$ cat config.mk
export PLATFORM = sky130hd
export DESIGN_NAME = playfair_digraph_encrypt
export DESIGN_NICKNAME = d
export VERILOG_FILES = /design/src/rtl/pf_pkg.sv /design/src/rtl/playfair_digraph_encrypt.sv /design/src/rtl/pf_ctrl.sv /design/src/rtl/pf_datapath.sv
export SDC_FILE = /design/constraint.sdc
export NUM_CORES = 1
export LEC_CHECK = 0
export BUFFER_PORTS_ARGS = -buffer_cell sky130_fd_sc_hd__buf_2
export CORE_MARGIN = 2
export CORE_UTILIZATION = 30
export CTS_BUF_LIST = sky130_fd_sc_hd__clkbuf_4 sky130_fd_sc_hd__clkbuf_8
export CTS_CLUSTER_SIZE = 40
export DETAILED_ROUTE_END_ITERATION = 12
export GPL_TIMING_DRIVEN = 1
export PLACE_DENSITY_LB_ADDON = 0.3
export SYNTH_ARGS = -nofsm -noshare
export SYNTH_HDL_FRONTEND = slang
export SYNTH_HIERARCHICAL = 1
export SYNTH_SLANG_ARGS = --single-unit
$ cat constraint.sdc
create_clock -name clk -period 9.4 [get_ports clk]
set_input_delay 1.41 -clock clk [delete_from_list [all_inputs] [get_ports clk]]
set_output_delay 1.41 -clock clk [all_outputs]
set_load 0.03 [all_outputs]
$ cat src/rtl/pf_pkg.sv
// Shared types, operation codes and cell arithmetic for the Playfair digraph encipherer.
// Used by pf_ctrl, pf_datapath and playfair_digraph_encrypt; depends on nothing else.
package pf_pkg;

	localparam int SIDE    = 5;
	localparam int CELLS   = 25;
	localparam int LETTERS = 26;

	localparam logic [4:0] LETTER_Q = 5'd16;
	localparam logic [4:0] LETTER_X = 5'd23;
	localparam logic [4:0] LETTER_Z = 5'd25;

	localparam logic [2:0] OP_CLEAR_KEY  = 3'd0;
	localparam logic [2:0] OP_KEY_LETTER = 3'd1;
	localparam logic [2:0] OP_KEY_DONE   = 3'd2;
	localparam logic [2:0] OP_PLAIN      = 3'd3;
	localparam logic [2:0] OP_END        = 3'd4;

	typedef struct packed {
		logic [2:0] operation;
		logic [4:0] letter;
	} req_t;

	typedef struct packed {
		logic [4:0] cipher_letter;
		logic       last;
	} rsp_t;

	typedef enum logic [2:0] {
		ST_IDLE,
		ST_FILL,
		ST_LOOKUP,
		ST_EMIT1,
		ST_EMIT2
	} state_t;

	typedef struct packed {
		logic clear_key;
		logic place_key;
		logic fill_start;
		logic fill_step;
		logic start_plain;
		logic start_end;
		logic lookup;
		logic load_first;
		logic load_second;
	} cmd_t;

	typedef struct packed {
		logic pending_valid;
		logic fill_done;
		logic out_free;
	} status_t;

	// Row of a cell index below 25.
	function automatic logic [2:0] cell_row(input logic [4:0] p);
		logic [2:0] r;
		if (p >= 5'(4 * SIDE)) r = 3'd4;
		else if (p >= 5'(3 * SIDE)) r = 3'd3;
		else if (p >= 5'(2 * SIDE)) r = 3'd2;
		else if (p >= 5'(SIDE)) r = 3'd1;
		else r = 3'd0;
		return r;
	endfunction

	// Cell index from row and column, r*5+c.
	function automatic logic [4:0] cell_index(input logic [2:0] r, input logic [2:0] c);
		return {r, 2'b00} + 5'(r) + 5'(c);
	endfunction

	function automatic logic [2:0] cell_col(input logic [4:0] p);
		logic [4:0] d;
		d = p - cell_index(cell_row(p), 3'd0);
		return d[2:0];
	endfunction

	// Step to the next row or column, wrapping around the square.
	function automatic logic [2:0] step_wrap(input logic [2:0] v);
		return (v == 3'(SIDE - 1)) ? 3'd0 : v + 3'd1;
	endfunction

endpackage

$ cat src/rtl/playfair_digraph_encrypt.sv
// Playfair digraph encipherer, top level: controller plus datapath.
// A pair's letter positions are registered at the edge accepting the transaction that
// completes it, the two key square cells next, then the first and the second cipher letter
// in turn in the output register, each waiting while that register is full and stalled.
// Key done runs the fill sweep over all 26 letters, one letter per cycle. Reset (arst_n
// low, asynchronous) clears bookkeeping, pending letter and the output valid flag.
module playfair_digraph_encrypt (
	input  logic           clk,
	input  logic           arst_n,
	input  logic           req_valid,
	output logic           req_stall,
	input  pf_pkg::req_t   req,
	output logic           rsp_valid,
	input  logic           rsp_stall,
	output pf_pkg::rsp_t   rsp
);
	import pf_pkg::*;

	// The controller sequences each transaction; the datapath holds all storage.
	cmd_t    cmd;
	status_t status;

	// Requests are taken only while the controller is idle. A pair is worked out in
	// three steps: the positions of both letters are read from the position memory at
	// the accepting edge, the Playfair rule selects two cells and reads them from the
	// key square, and the two cipher letters then go out through the output register.
	pf_ctrl u_ctrl (
		.clk       (clk),
		.arst_n    (arst_n),
		.req_valid (req_valid),
		.operation (req.operation),
		.status    (status),
		.req_stall (req_stall),
		.cmd       (cmd)
	);

	// The output register lets the next request be accepted while the final cipher
	// letter of a pair still waits on rsp_stall.
	pf_datapath u_datapath (
		.clk       (clk),
		.arst_n    (arst_n),
		.cmd       (cmd),
		.letter    (req.letter),
		.rsp_stall (rsp_stall),
		.status    (status),
		.rsp_valid (rsp_valid),
		.rsp       (rsp)
	);

endmodule

$ cat src/rtl/pf_ctrl.sv
// Controller state machine for the Playfair digraph encipherer.
// Depends on pf_pkg; drives the command struct of pf_datapath.
module pf_ctrl (
	input  logic             clk,
	input  logic             arst_n,
	input  logic             req_valid,
	input  logic [2:0]       operation,
	input  pf_pkg::status_t  status,
	output logic             req_stall,
	output pf_pkg::cmd_t     cmd
);
	import pf_pkg::*;

	state_t state_q, state_d;

	always_ff @(posedge clk or negedge arst_n) begin
		if (!arst_n) begin
			state_q <= ST_IDLE;
		end else begin
			state_q <= state_d;
		end
	end

	always_comb begin
		state_d   = state_q;
		cmd       = '0;
		req_stall = 1'b1;
		unique case (state_q)
			ST_IDLE: begin
				req_stall = 1'b0;
				if (req_valid) begin
					unique case (operation)
						OP_CLEAR_KEY:  cmd.clear_key = 1'b1;
						OP_KEY_LETTER: cmd.place_key = 1'b1;
						OP_KEY_DONE: begin
							cmd.fill_start = 1'b1;
							state_d        = ST_FILL;
						end
						OP_PLAIN: begin
							cmd.start_plain = 1'b1;
							if (status.pending_valid) state_d = ST_LOOKUP;
						end
						OP_END: begin
							cmd.start_end = 1'b1;
							if (status.pending_valid) state_d = ST_LOOKUP;
						end
						default: ;
					endcase
				end
			end
			ST_FILL: begin
				cmd.fill_step = 1'b1;
				if (status.fill_done) state_d = ST_IDLE;
			end
			ST_LOOKUP: begin
				cmd.lookup = 1'b1;
				state_d    = ST_EMIT1;
			end
			ST_EMIT1: begin
				if (status.out_free) begin
					cmd.load_first = 1'b1;
					state_d        = ST_EMIT2;
				end
			end
			ST_EMIT2: begin
				if (status.out_free) begin
					cmd.load_second = 1'b1;
					state_d         = ST_IDLE;
				end
			end
			default: state_d = ST_IDLE;
		endcase
	end

endmodule

$ cat src/rtl/pf_datapath.sv
// Datapath of the Playfair digraph encipherer: key square, letter positions,
// pending letter, fill sweep counter and output register. Depends on pf_pkg.
module pf_datapath (
	input  logic             clk,
	input  logic             arst_n,
	input  pf_pkg::cmd_t     cmd,
	input  logic [4:0]       letter,
	input  logic             rsp_stall,
	output pf_pkg::status_t  status,
	output logic             rsp_valid,
	output pf_pkg::rsp_t     rsp
);
	import pf_pkg::*;

	logic [4:0] square_mem [0:CELLS-1];
	logic [4:0] pos_mem [0:LETTERS-1];

	logic [LETTERS-1:0] used_q;
	logic [4:0]         fill_count_q;
	logic               pending_valid_q;
	logic [4:0]         pending_letter_q;
	logic [4:0]         sweep_q;
	logic               out_valid_q;
	rsp_t               out_q;

	logic [4:0] pa_q, pb_q;
	logic       va_q, vb_q;
	logic [4:0] k1_q, k2_q;

	logic [4:0] place_ltr;
	logic       place_req, place_en, ltr_used;
	logic [4:0] addr_a, addr_b;
	logic       pair_start;
	logic [4:0] p1, p2, o1, o2;
	logic [2:0] r1, c1, r2, c2;

	function automatic logic pos_known(input logic [4:0] l, input logic [LETTERS-1:0] u);
		return (l < 5'(LETTERS)) && (l != LETTER_Q) && u[l];
	endfunction

	// Placing one letter, either from a key transaction or from the fill sweep.
	assign place_ltr = cmd.fill_step ? sweep_q : letter;
	assign place_req = cmd.place_key | cmd.fill_step;
	assign ltr_used  = (place_ltr < 5'(LETTERS)) ? used_q[place_ltr] : 1'b1;
	assign place_en  = place_req && !ltr_used && (fill_count_q < 5'(CELLS));

	// Second letter of the pair that this transaction starts.
	assign pair_start = (cmd.start_plain | cmd.start_end) & pending_valid_q;
	assign addr_a     = pending_letter_q;
	always_comb begin
		if (cmd.start_end) begin
			addr_b = (pending_letter_q == LETTER_Z) ? LETTER_X : LETTER_Z;
		end else begin
			addr_b = (letter == pending_letter_q) ? LETTER_X : letter;
		end
	end

	always_ff @(posedge clk or negedge arst_n) begin
		if (!arst_n) begin
			used_q           <= LETTERS'(1) << LETTER_Q;
			fill_count_q     <= '0;
			pending_valid_q  <= 1'b0;
			pending_letter_q <= '0;
			sweep_q          <= '0;
		end else begin
			if (cmd.clear_key) begin
				used_q           <= LETTERS'(1) << LETTER_Q;
				fill_count_q     <= '0;
				pending_valid_q  <= 1'b0;
				pending_letter_q <= '0;
			end else if (place_en) begin
				used_q[place_ltr] <= 1'b1;
				fill_count_q      <= fill_count_q + 5'd1;
			end
			if (cmd.fill_start) begin
				sweep_q <= '0;
			end else if (cmd.fill_step) begin
				sweep_q <= sweep_q + 5'd1;
			end
			if (cmd.start_plain) begin
				if (!pending_valid_q) begin
					pending_valid_q  <= 1'b1;
					pending_letter_q <= letter;
				end else if (letter != pending_letter_q) begin
					pending_valid_q  <= 1'b0;
					pending_letter_q <= '0;
				end
			end else if (cmd.start_end) begin
				pending_valid_q  <= 1'b0;
				pending_letter_q <= '0;
			end
		end
	end

	always_ff @(posedge clk) begin
		if (place_en) begin
			square_mem[fill_count_q] <= place_ltr;
			pos_mem[place_ltr]       <= fill_count_q;
		end
		if (pair_start) begin
			pa_q <= pos_mem[addr_a];
			pb_q <= pos_mem[addr_b];
			va_q <= pos_known(addr_a, used_q);
			vb_q <= pos_known(addr_b, used_q);
		end
		if (cmd.lookup) begin
			k1_q <= square_mem[o1];
			k2_q <= square_mem[o2];
		end
	end

	// Playfair rules on the two registered cell positions.
	assign p1 = va_q ? pa_q : 5'd0;
	assign p2 = vb_q ? pb_q : 5'd0;
	assign r1 = cell_row(p1);
	assign c1 = cell_col(p1);
	assign r2 = cell_row(p2);
	assign c2 = cell_col(p2);

	always_comb begin
		priority if (r1 == r2) begin
			o1 = cell_index(r1, step_wrap(c1));
			o2 = cell_index(r2, step_wrap(c2));
		end else if (c1 == c2) begin
			o1 = cell_index(step_wrap(r1), c1);
			o2 = cell_index(step_wrap(r2), c2);
		end else begin
			o1 = cell_index(r2, c1);
			o2 = cell_index(r1, c2);
		end
	end

	always_ff @(posedge clk or negedge arst_n) begin
		if (!arst_n) begin
			out_valid_q <= 1'b0;
		end else if (cmd.load_first || cmd.load_second) begin
			out_valid_q <= 1'b1;
		end else if (!rsp_stall) begin
			out_valid_q <= 1'b0;
		end
	end

	always_ff @(posedge clk) begin
		if (cmd.load_first) begin
			out_q <= '{cipher_letter: k1_q, last: 1'b0};
		end else if (cmd.load_second) begin
			out_q <= '{cipher_letter: k2_q, last: 1'b1};
		end
	end

	assign rsp_valid            = out_valid_q;
	assign rsp                  = out_q;
	assign status.pending_valid = pending_valid_q;
	assign status.fill_done     = (sweep_q == 5'(LETTERS - 1));
	assign status.out_free      = !out_valid_q || !rsp_stall;

endmodule

== Word-level counts from Yosys, hierarchy flattened ==
Memory sizes are Yosys's and may differ from the RTL's. A register that Yosys moved wholly into a read port is not among the register bits.
Index checks and enable logic that the tools add are counted.

* Register bits: 54
* RAM bits: 255
* Word-level logic and storage cells: 172
* Memories kept: 2

* Add/sub/neg operators: 18
* Magnitude comparators: 16
* Eq/ne operators: 27
* Mux-type cells: 75
* Bitwise logic cells: 4
* Reductions and logical operators: 19

{| class="wikitable"
|+ Memories
! name !! depth !! width !! rd ports !! clocked after Yosys merged registers in !! write ports !! line !! RTL
|-
| u_datapath.pos_mem || 26 || 5 || 2 || 2 || 1 || pf_datapath.sv:16 || <nowiki>logic [4:0] pos_mem [0:LETTERS-1];</nowiki>
|-
| u_datapath.square_mem || 25 || 5 || 2 || 2 || 1 || pf_datapath.sv:15 || <nowiki>logic [4:0] square_mem [0:CELLS-1];</nowiki>
|}

{| class="wikitable"
|+ Operators with widths
! kind !! count
|-
| $mux W5 || 18
|-
| $mux W26 || 2
|-
| $mux W3 || 17
|-
| $add A5 B3 Y5 || 10
|-
| $mux W1 || 27
|-
| $or A26 B26 Y26 || 1
|-
| $ge A5 B4 Y1 const B || 4
|-
| $lt A5 B5 Y1 const B || 4
|-
| $eq A3 B3 Y1 const B || 6
|-
| $lt A5 B6 Y1 const B || 3
|-
| $bmux W1 S5 || 3
|-
| $pmux W3 S5 || 1
|-
| $add A3 B1 Y3 const B || 4
|-
| $eq A3 B2 Y1 const B || 4
|-
| $mux W6 || 2
|-
| $add A5 B1 Y5 const B || 2
|-
| $eq A5 B5 Y1 const B || 2
|-
| $ge A5 B3 Y1 const B || 2
|-
| $ge A5 B5 Y1 const B || 2
|-
| $ne A5 B5 Y1 const B || 2
|-
| $ne A2 B2 Y1 const B || 4
|-
| $logic_and A1 B1 Y1 || 7
|-
| $eq A3 B1 Y1 const B || 2
|-
| $eq A3 B3 Y1 || 2
|-
| 19 further kinds || 28
|}

== Logic depth before layout (Yosys ltp) ==
Gate-level depths: netlist (run 1).

* Word-level depth: 12
* Mapped depth: 22

== Modules after synthesis ==
Netlist (run 1), hierarchy kept.

{| class="wikitable"
|+ Modules (own cells, without submodules)
! module !! instances !! cells each !! area each (µm²)
|-
| pf_datapath || 1 || 1620 || 17698.2
|-
| pf_ctrl || 1 || 32 || 257.7
|}

== Least setup slack after synthesis (run 1) ==
No wires, ideal clock.

* Path kind: register to register
* Start: register u_datapath.pa_q[2] (read register of u_datapath.pos_mem)
* End: register u_datapath.k1_q[0] (read register of u_datapath.square_mem), data pin
* Library setup time: 271 ps
* Arrival: 5007 ps
* Setup slack: 4122 ps
* Cell stages (with the launch flop): 22
* Cell sequence: edfxtp_1 > buf_6 > o21ai_1 > nor2_1 > o21ai_0 > inv_1 > fa_1 > xor2_1 > xnor2_4 > inv_1 > fa_1 > ha_1 > a21o_1 > a21oi_1 > xor2_1 > a31oi_1 > o2bb2ai_1 > nand2b_1 > clkbuf_1 > nor3_1 > a2111oi_0 > nand4_1

* Cells in the longest elaborated chain, start to end: 12
* Elaborated cells between the ends (all ways): 25

{| class="wikitable"
|+ Ends and longest elaborated chain
! item !! line !! RTL
|-
| start: declaration || pf_datapath.sv:26 || <nowiki>logic [4:0] pa_q, pb_q;</nowiki>
|-
| $mux W5 * || pf_datapath.sv:113 || <nowiki>assign p1 = va_q ? pa_q : 5'd0;</nowiki>
|-
| $ge A5 B3 Y1 || pf_pkg.sv:61 || <nowiki>else if (p >= 5'(SIDE)) r = 3'd1;</nowiki>
|-
| $mux W1 || pf_pkg.sv:61 ||
|-
| $mux W3 || pf_pkg.sv:60 || <nowiki>else if (p >= 5'(2 * SIDE)) r = 3'd2;</nowiki>
|-
| $mux W3 || pf_pkg.sv:59 || <nowiki>else if (p >= 5'(3 * SIDE)) r = 3'd3;</nowiki>
|-
| $mux W3 || pf_pkg.sv:58 || <nowiki>if (p >= 5'(4 * SIDE)) r = 3'd4;</nowiki>
|-
| $add A5 B3 Y5 (tied with other cells) || pf_pkg.sv:68 || <nowiki>return {r, 2'b00} + 5'(r) + 5'(c);</nowiki>
|-
| $sub A3 B3 Y3 / $mux W3 (equally long branches) || pf_pkg.sv:73, pf_pkg.sv:79 ||
|-
| $add A3 B1 Y3 (tied with other cells) || pf_pkg.sv:79 || <nowiki>return (v == 3'(SIDE - 1)) ? 3'd0 : v + 3'd1;</nowiki>
|-
| $mux W3 / $add A5 B3 Y5 (equally long branches) || pf_pkg.sv:79, pf_pkg.sv:68 ||
|-
| $add A5 B3 Y5 / $mux W5 (equally long branches) || pf_pkg.sv:68, pf_datapath.sv:124 ||
|-
| $mux W5 * || pf_datapath.sv:121 || <nowiki>priority if (r1 == r2) begin</nowiki>
|-
| end: declaration || pf_datapath.sv:28 || <nowiki>logic [4:0] k1_q, k2_q;</nowiki>
|}

Mark *: on every way between the ends. The rest lies on a longest branch, timed or not.
A chain may end at the register's enable or synchronous reset.

== Worst setup path after layout (run 1) ==
Same ends and word-level chain as after synthesis.

==> results of run 1 <==
## final cells by class
cell class	instances	area (um2)
Tap cell	773	967
Timing Repair Buffer	47	305
Clock inverter	22	233
Sequential cell	329	9640
Inverter	43	161
Multi-Input combinational cell	1180	7770
Fill cell	5859	39100
Clock buffer	78	973
Antenna cell	2	5.00
## per-layer routing
layer  GRT usage  share of wire  wire (um)
met3      0.0246          0.079       4260
met5           0              0          0
met2       0.282           0.47      25200
met4      0.0580          0.028       1510
met1       0.239           0.43      23100
## layout by cell type (no fill, tap or decap), drive strengths merged, types with 12 or more instances in the layout
cell type  Yosys  final
a311oi        43     43
a22o          12     12
nor3          30     30
dfrtp         45     45
and3          24     24
clkinv         0     15
nand3         74     74
ha            35     35
o21ai         45     45
edfxtp       282    282
o211ai        21     21
xnor2         15     15
a21oi         77     77
a21o          18     18
inv           43     46
mux4          31     31
a31oi         15     15
a22oi         15     15
mux2i         84     84
nand2        306    306
buf           32     47
xor2          19     19
clkbuf        68     78
nor2         163    163
## cell families (layout without fill, tap and decap cells)
| logic type | Yosys count | in the layout |
|---|---|---|
| simple gates | 656 | 656 |
| buf+inv | 143 | 190 |
| xor+xnor | 34 | 34 |
| mux | 125 | 125 |
| other cells | 0 | 2 |
| flops | 329 | 329 |
| fa+ha+maj | 46 | 46 |
| compound gates | 319 | 319 |
## worst reg2reg max path, cell delays in order, from the launching register on
cell and delay, ns:
edfxtp_1 0.51, o21ai_1 0.23, nor2_1 0.05, o21ai_0 0.44, inv_1 0.30, fa_1 0.54
xor2_1 0.46, xnor2_4 0.21, inv_1 0.13, fa_1 0.51, ha_1 0.30, a21o_1 0.17
a21oi_1 0.17, xor2_1 0.09, a31oi_1 0.17, o2bb2ai_1 0.33, nand2b_1 0.37, nor3_1 0.10
a2111oi_0 0.52, nand4_1 0.19
## registers in the layout (all words and copies together), names as in the netlist, 5 cells and up
signal	count
u_datapath/k2_q	5
u_datapath/fill_count_q	5
u_datapath/rsp	6
u_datapath/pos_mem	130
u_datapath/pa_q	5
u_datapath/sweep_q	5
u_datapath/pb_q	5
u_datapath/k1_q	5
u_datapath/square_mem	125
u_datapath/addr_a	5
u_datapath/used_q	26
## power groups by stage
stage	combinational, mW	sequential (mW)	clock (mW)
after floorplan	1.32	2.13	0
after global placement	1.91	2.20	0
after global routing	2.12	2.21	1.48
final	1.95	2.18	1.40
after CTS	1.94	2.18	1.43
after detailed placement	1.93	2.21	0
## worst min path at each step
| stage | startpoint | to | depth (start not counted) |
|---|---|---|---|
| after floorplan | u_datapath/k1_q[3] | u_datapath/rsp[4] | 2 |
| after global placement | u_datapath/rsp[0] | u_datapath/rsp[0] | 2 |
| after detailed placement | u_datapath/rsp[0] | u_datapath/rsp[0] | 2 |
| after CTS | u_datapath/rsp[0] | u_datapath/rsp[0] | 2 |
| after global routing | u_datapath/rsp[0] | u_datapath/rsp[0] | 2 |
| final | u_datapath/rsp[0] | u_datapath/rsp[0] | 2 |
## per-stage QoR
step	worst slack, ns	area, um2	util	total power [mW]	std cells
2_1_floorplan	4.12	18000	-	3.45	1652
3_3_place_gp	3.37	18800	0.319	4.11	2372
3_5_place_dp	3.29	18800	0.319	4.14	2372
4_1_cts	3.37	20000	0.339	5.55	2472
5_1_grt	2.84	20000	0.339	5.81	2472
6_report	3.31	20100	0.339	5.53	2474
==> run_results.csv, run 1 <==
group,metric,value,unit
run_status,outcome,"finished, final reports clean",
timing,tightestPinTransition,1.20,ns
synth,netlist_top_cells_count,"nand2_1 (305), edfxtp_1 (282), nor2_1 (163), mux2i_1 (84), a21oi_1 (76)",
power_and_ir_drop,comb_power_share,0.353,
placement,hpwl,36000,um
synth,register_area_share_after_synthesis,0.537,
critical_path,cp-start-kind,"flop",
cts,clock_latency,0.69,ns
cts,clock-root-buffer,"clkbuf_8",
synth,synthesis.nets,1709,
grt,grt_pass1_vias,13523,
cells_and_area,num-nets-final,1714,
synth,yosys.area_share.simple,0.159,
synth,synthDistinctLibCells,82,
synth,synth-xor-area-share,0.0185,
timing,finalWorstPathRequiredPeriod,6.09,ns
cts,cts_htree_levels,2,
timing,timing.hold.ws,0.477,ns
timing,setup_repair_after_global_routing_missed_its_margin,"false",
routing,route.final.wire_length,54100,um
cts,tritoncts,"yes",
critical_path,path_depth,19,
power_and_ir_drop,switch_share,0.383,
critical_path,crit_start,"u_datapath/pa_q[2]",
synth,netlist.area_leader.share,0.472,
timing,maxClockFrequency,164,MHz
synth,synth-adder-area-share,0.0361,
floorplanning,design.portCount,20,
critical_path,crit_family,"compound AO/OA/AOI/OAI gates",
cells_and_area,area_growth,11.7,%
timing,setup_tns,0,ns
synth,synth-compound-area-share,0.125,
cts,cts.reportedPaths.clkPinSlew,0.06,ns
synth,synthFlopType,"edfxtp_1",
synth,yosys-mux-area-fraction,0.0926,
cts,cts.hold.buffers_added,0,
critical_path,logic_depth_of_the_worst_register_to_register_path,19,
routing,drt_first_pass_iters,8,
floorplanning,design.die.area,0.0618,mm2
critical_path,crit_arrival,6.47,ns
synth,syn_inst,1652,
cts,post_cts_resize_count,0,
power_and_ir_drop,p_seq_frac,0.395,
floorplanning,core.rowCount,89,
synth,synth_enable_flop_cells,282,
flow_run,cap_violations,0,
timing,skew,0.0532,ns
critical_path,ff2ff_setup_slack,3.31,ns
critical_path,required,9.78,ns
placement,finalWeightedCongestion,0.925,
min_path,worst_hold_path_type,"flop to flop",
critical_path,timing_worst_setup_path_type,"flop to flop",
timing,period_share,0.648,
grt,antenna_found_initial,1,
synth,post_synth_main_area_contributors,"edfxtp_1 (47%), nand2_1 (6.4%), dfrtp_1 (6.3%)",
critical_path,critical_path.endpoint,"u_datapath/k1_q[0]",
power_and_ir_drop,cellLeakagePower,7.25,nW
synth,synthesis.area,0.0180,mm2
synth,synth_top_family_by_area,"simple AND/OR/NAND/NOR gates",
synth,post_synth.cell_area_avg,10.9,um2
routing,viasPerCell,5.51,
floorplanning,floorplan.initialDensity,0.304,
power_and_ir_drop,switching_power,2.12,mW
placement,port_buffers,19,
power_and_ir_drop,ir_worst_vdd,0.215,mV
routing,post_drt_wl_per_cell,21.9,um
synth,synth.yosys.warnings,6,
timing,final_hold_viol_count,0,
critical_path,critical_path.cell_chain,"o21ai_1 > nor2_1 > o21ai_0 > inv_1 > fa_1 > xor2_1 > xnor2_4 > inv_1 > fa_1 > ha_1 > a21o_1 > a21oi_1 > xor2_1 > a31oi_1 > o2bb2ai_1 > nand2b_1 > nor3_1 > a2111oi_0 > nand4_1",
critical_path,critical_path.max_stage_delay,0.54,ns
floorplanning,die-height,249,um
grt,groute.usage.overall,0.174,
critical_path,critical_path_peak_fanout,10,
power_and_ir_drop,power.share.clock,0.252,
synth,ys_seq_elements,329,
critical_path,crit-reg2reg-launch,"u_datapath/pa_q[2]",
cells_and_area,post_route_cells_drive_above_1_share,0.125,
grt,grt_max_degree,78,
critical_path,end_kind,"flop",
routing,remaining_routing_drc_violations,0,
synth,yosys.cell_count.top_type,"nand2_1",
critical_path,crit_buf_inv,2,
timing,setup_viol,0,
synth,synth_top_area_cell,"edfxtp_1",
floorplanning,core_area,0.0591,mm2
cts,clock_path_buffers,3,
timing,slew_headroom,0.197,
grt,grt_remaining_overflow,0,
power_and_ir_drop,p_int,3.41,mW
cts,post-cts-setup-buffers,0,
critical_path,critical-path-slowest-cell,"fa_1",
routing,routed-via-count,13627,
synth,async_flop_share,0.140,
cts,clock_sink_count,329,
critical_path,timing.rr.end,"u_datapath/k1_q[0]",
power_and_ir_drop,power.density_cell_area,276,mW/mm2
floorplanning,floorplan.die.width,249,um
grt,grt_first_pass_wirelength,83000,um
routing,initialDrtViolationCount,1503,
cts,tritoncts.num_buffers,56,
routing,route.antenna.remaining_nets,0,
timing,maxSlewViolCount,0,
No activity file was read; power rests on OpenSTA's default activity.
==> run 2, diff against run 1 <==
- ABC_AREA: unset -> 1
- clock period: 9.4 -> 6.3 ns (I/O delays scaled with it)
==> run_results.csv, run 2 <==
group,metric,value,unit
floorplanning,floorplan.initialDensity,0.302,
cts,cts.hold.buffers_added,0,
critical_path,cp-start-kind,"flop",
power_and_ir_drop,switch_share,0.433,
power_and_ir_drop,power.density_cell_area,453,mW/mm2
placement,pre_cts_ws,0.818,ns
placement,port_buffers,19,
critical_path,critical_path_peak_fanout,22,
floorplanning,design.portCount,20,
floorplanning,floorplan.die.width,255,um
cts,cts_htree_levels,2,
timing,tightestPinTransition,1.16,ns
power_and_ir_drop,comb_power_share,0.413,
critical_path,critical_path.max_stage_delay,0.84,ns
critical_path,crit_arrival,6.02,ns
power_and_ir_drop,p_int,5.48,mW
synth,netlist.area_leader.share,0.447,
routing,initialDrtViolationCount,1788,
cells_and_area,num_antenna_cells,0,
cts,tritoncts,"yes",
synth,register_area_share_after_synthesis,0.509,
cells_and_area,num-nets-final,2286,
synth,synthesis.area,0.0189,mm2
cts,cts.reportedPaths.clkPinSlew,0.07,ns
power_and_ir_drop,total_power,9.65,mW
synth,synth_top_area_cell,"edfxtp_1",
power_and_ir_drop,power.share.clock,0.248,
routing,drt_first_pass_iters,6,
floorplanning,core_area,0.0627,mm2
cts,post-cts-setup-buffers,0,
routing,viasPerCell,5.21,
timing,timing.final.ws_setup,0.710,ns
floorplanning,die-height,255,um
cells_and_area,post_route_cells_drive_above_1_share,0.111,
floorplanning,core.rowCount,92,
critical_path,critical-path-slowest-cell,"nand2_1",
synth,netlist_top_cells_count,"nand2_1 (405), nand3_1 (349), inv_1 (283), edfxtp_1 (282), o21ai_0 (179)",
critical_path,crit_family,"simple AND/OR/NAND/NOR gates",
cells_and_area,max_ffs_per_register,130,
placement,hpwl,40400,um
min_path,worst_hold_path_type,"input port to async pin",
critical_path,crit_buf_inv,3,
cells_and_area,largest-register,"u_datapath/pos_mem",
synth,synth.yosys.warnings,6,
cts,clock_path_buffers,3,
power_and_ir_drop,p_seq_frac,0.339,
timing,setup_tns,0,ns
timing,setup_repair_after_global_routing_missed_its_margin,"false",
grt,groute.usage.overall,0.182,
critical_path,timing_worst_setup_path_type,"flop to flop",
synth,synthFlopType,"edfxtp_1",
power_and_ir_drop,cellLeakagePower,8.94,nW
grt,grt_pass1_vias,15726,
grt,grt_remaining_overflow,0,
run_status,outcome,"finished, final reports clean",
synth,yosys.cell_count.top_type,"nand2_1",
timing,setup_viol,0,
grt,antenna_found_initial,1,
critical_path,path_common_cell,"nand2_1",
synth,async_flop_share,0.140,
cells_and_area,area_growth,12.6,%
flow_run,cap_violations,0,
synth,synthesis.nets,2278,
placement,finalWeightedCongestion,0.898,
cts,tritoncts.num_buffers,58,
cts,clock-root-buffer,"clkbuf_8",
synth,synthDistinctLibCells,60,
routing,route.antenna.remaining_nets,0,
synth,post_synth.cell_area_avg,8.53,um2
routing,routed-via-count,16278,
timing,skew,0.0577,ns
cells_and_area,reg_top3,"u_datapath/pos_mem: 130 flops, u_datapath/square_mem: 125 flops, u_datapath/used_q: 26 flops",
synth,ys_seq_elements,329,
cts,clock_sink_count,329,
synth,post_synth_main_area_contributors,"edfxtp_1 (45%), nand3_1 (9.2%), nand2_1 (8.0%)",
routing,route.final.wire_length,60500,um
synth,synth_enable_flop_cells,282,
critical_path,critical_path.cell_chain,"nand2_2 > inv_2 > nor2_1 > nand2_2 > nand2_1 > inv_1 > ha_1 > fa_1 > xor2_1 > a21oi_1 > nand3_2 > nand2_1 > nand3_1 > nand2_1 > buf_4 > nand2_1 > nand3_1 > nand3_1 > nand3_1 > nand2_1 > nand2_1 > nand2_1",
cts,post_cts_resize_count,0,
timing,slew_headroom,0.225,
timing,maxClockFrequency,179,MHz
routing,post_drt_wl_per_cell,19.4,um
timing,maxSlewViolCount,0,
critical_path,end_kind,"flop",
synth,syn_inst,2221,
power_and_ir_drop,ir_worst_vdd,0.236,mV
cts,clock_latency,0.70,ns
critical_path,required,6.73,ns
grt,grt_first_pass_wirelength,93200,um
timing,period_share,0.887,
timing,finalWorstPathRequiredPeriod,5.59,ns
timing,final_hold_viol_count,0,
power_and_ir_drop,switching_power,4.18,mW
cells_and_area,mostFrequentLayoutCell,"nand2_1",
cells_and_area,leading_cell_types_in_the_layout_fill_and_taps_excluded,"nand2_1 (405), nand3_1 (349), edfxtp_1 (282)",
routing,remaining_routing_drc_violations,0,
floorplanning,design.die.area,0.0652,mm2
grt,grt_max_degree,57,
run 2: changes by cell type in the layout (fill, tap and decap cells not counted), moves of 31 or more:
cell | before | now
mux2i_1 | 84 | 0
o22ai_1 | 6 | 53
nand2_1 | 305 | 405
mux4_2 | 31 | 0
nand3_1 | 74 | 349
o21ai_0 | 33 | 179
a311oi_1 | 43 | 1
inv_1 | 43 | 281
run 2: per-layer routing:
layer,track usage,wire (um)
met1,0.240,25700
met4,0.0637,1810
met3,0.0276,4280
met5,0,0
met2,0.302,28700
run 2: final timing paths:
| check | start | end | slack, ns | cells after the start |
|---|---|---|---|---|
| setup / recovery | u_datapath/va_q | u_datapath/k1_q[4] | 0.71 | 22 |
| hold / removal | arst_n | u_datapath/pending_valid_q | 0.47 | 1 |
| min in group clk | u_datapath/rsp[0] | u_datapath/rsp[0] | 0.48 | 2 |
| max in group asynchronous | arst_n | u_datapath/addr_a[0] | 5.08 | 1 |
| setup reg to reg | u_datapath/va_q | u_datapath/k1_q[4] | 0.71 | 22 |
| hold reg to reg | u_datapath/rsp[0] | u_datapath/rsp[0] | 0.48 | 2 |
run 2: kinds of logic after synthesis:
family,count (synthesis),share of synthesized area
flops,329,0.509
fa+ha+maj,45,0.0337
buf+inv,417,0.0900
compound gates,393,0.121
xor+xnor,18,0.00872
simple gates,1019,0.238
run 2: through the flow:
stage | util | instance area (um2) | std cells | hold slack (ns)
floorplan | - | 18900 | 2221 | 0.471
global placement | 0.317 | 19900 | 3015 | 0.448
detailed placement | 0.317 | 19900 | 3015 | 0.471
CTS | 0.340 | 21300 | 3124 | 0.462
global route | 0.340 | 21300 | 3124 | 0.498
finish | 0.340 | 21300 | 3124 | 0.471
run 2: final cells by class:
class / instances / area [um2]
Tap cell: 846 / 1060
Sequential cell: 329 / 9640
Timing Repair Buffer: 67 / 455
Clock buffer: 83 / 1060
Multi-Input combinational cell: 1475 / 7630
Clock inverter: 26 / 364
Inverter: 298 / 1120
Fill cell: 6507 / 41400
run 2: power by group through the flow:
stage / Clock (mW) / Sequential, mW / Combinational, mW
after floorplan: 0 / 3.19 / 2.63
after detailed placement: 0 / 3.31 / 3.92
final: 2.40 / 3.27 / 3.98
after CTS: 2.45 / 3.27 / 3.92
after global routing: 2.56 / 3.31 / 4.34
after global placement: 0 / 3.30 / 3.89
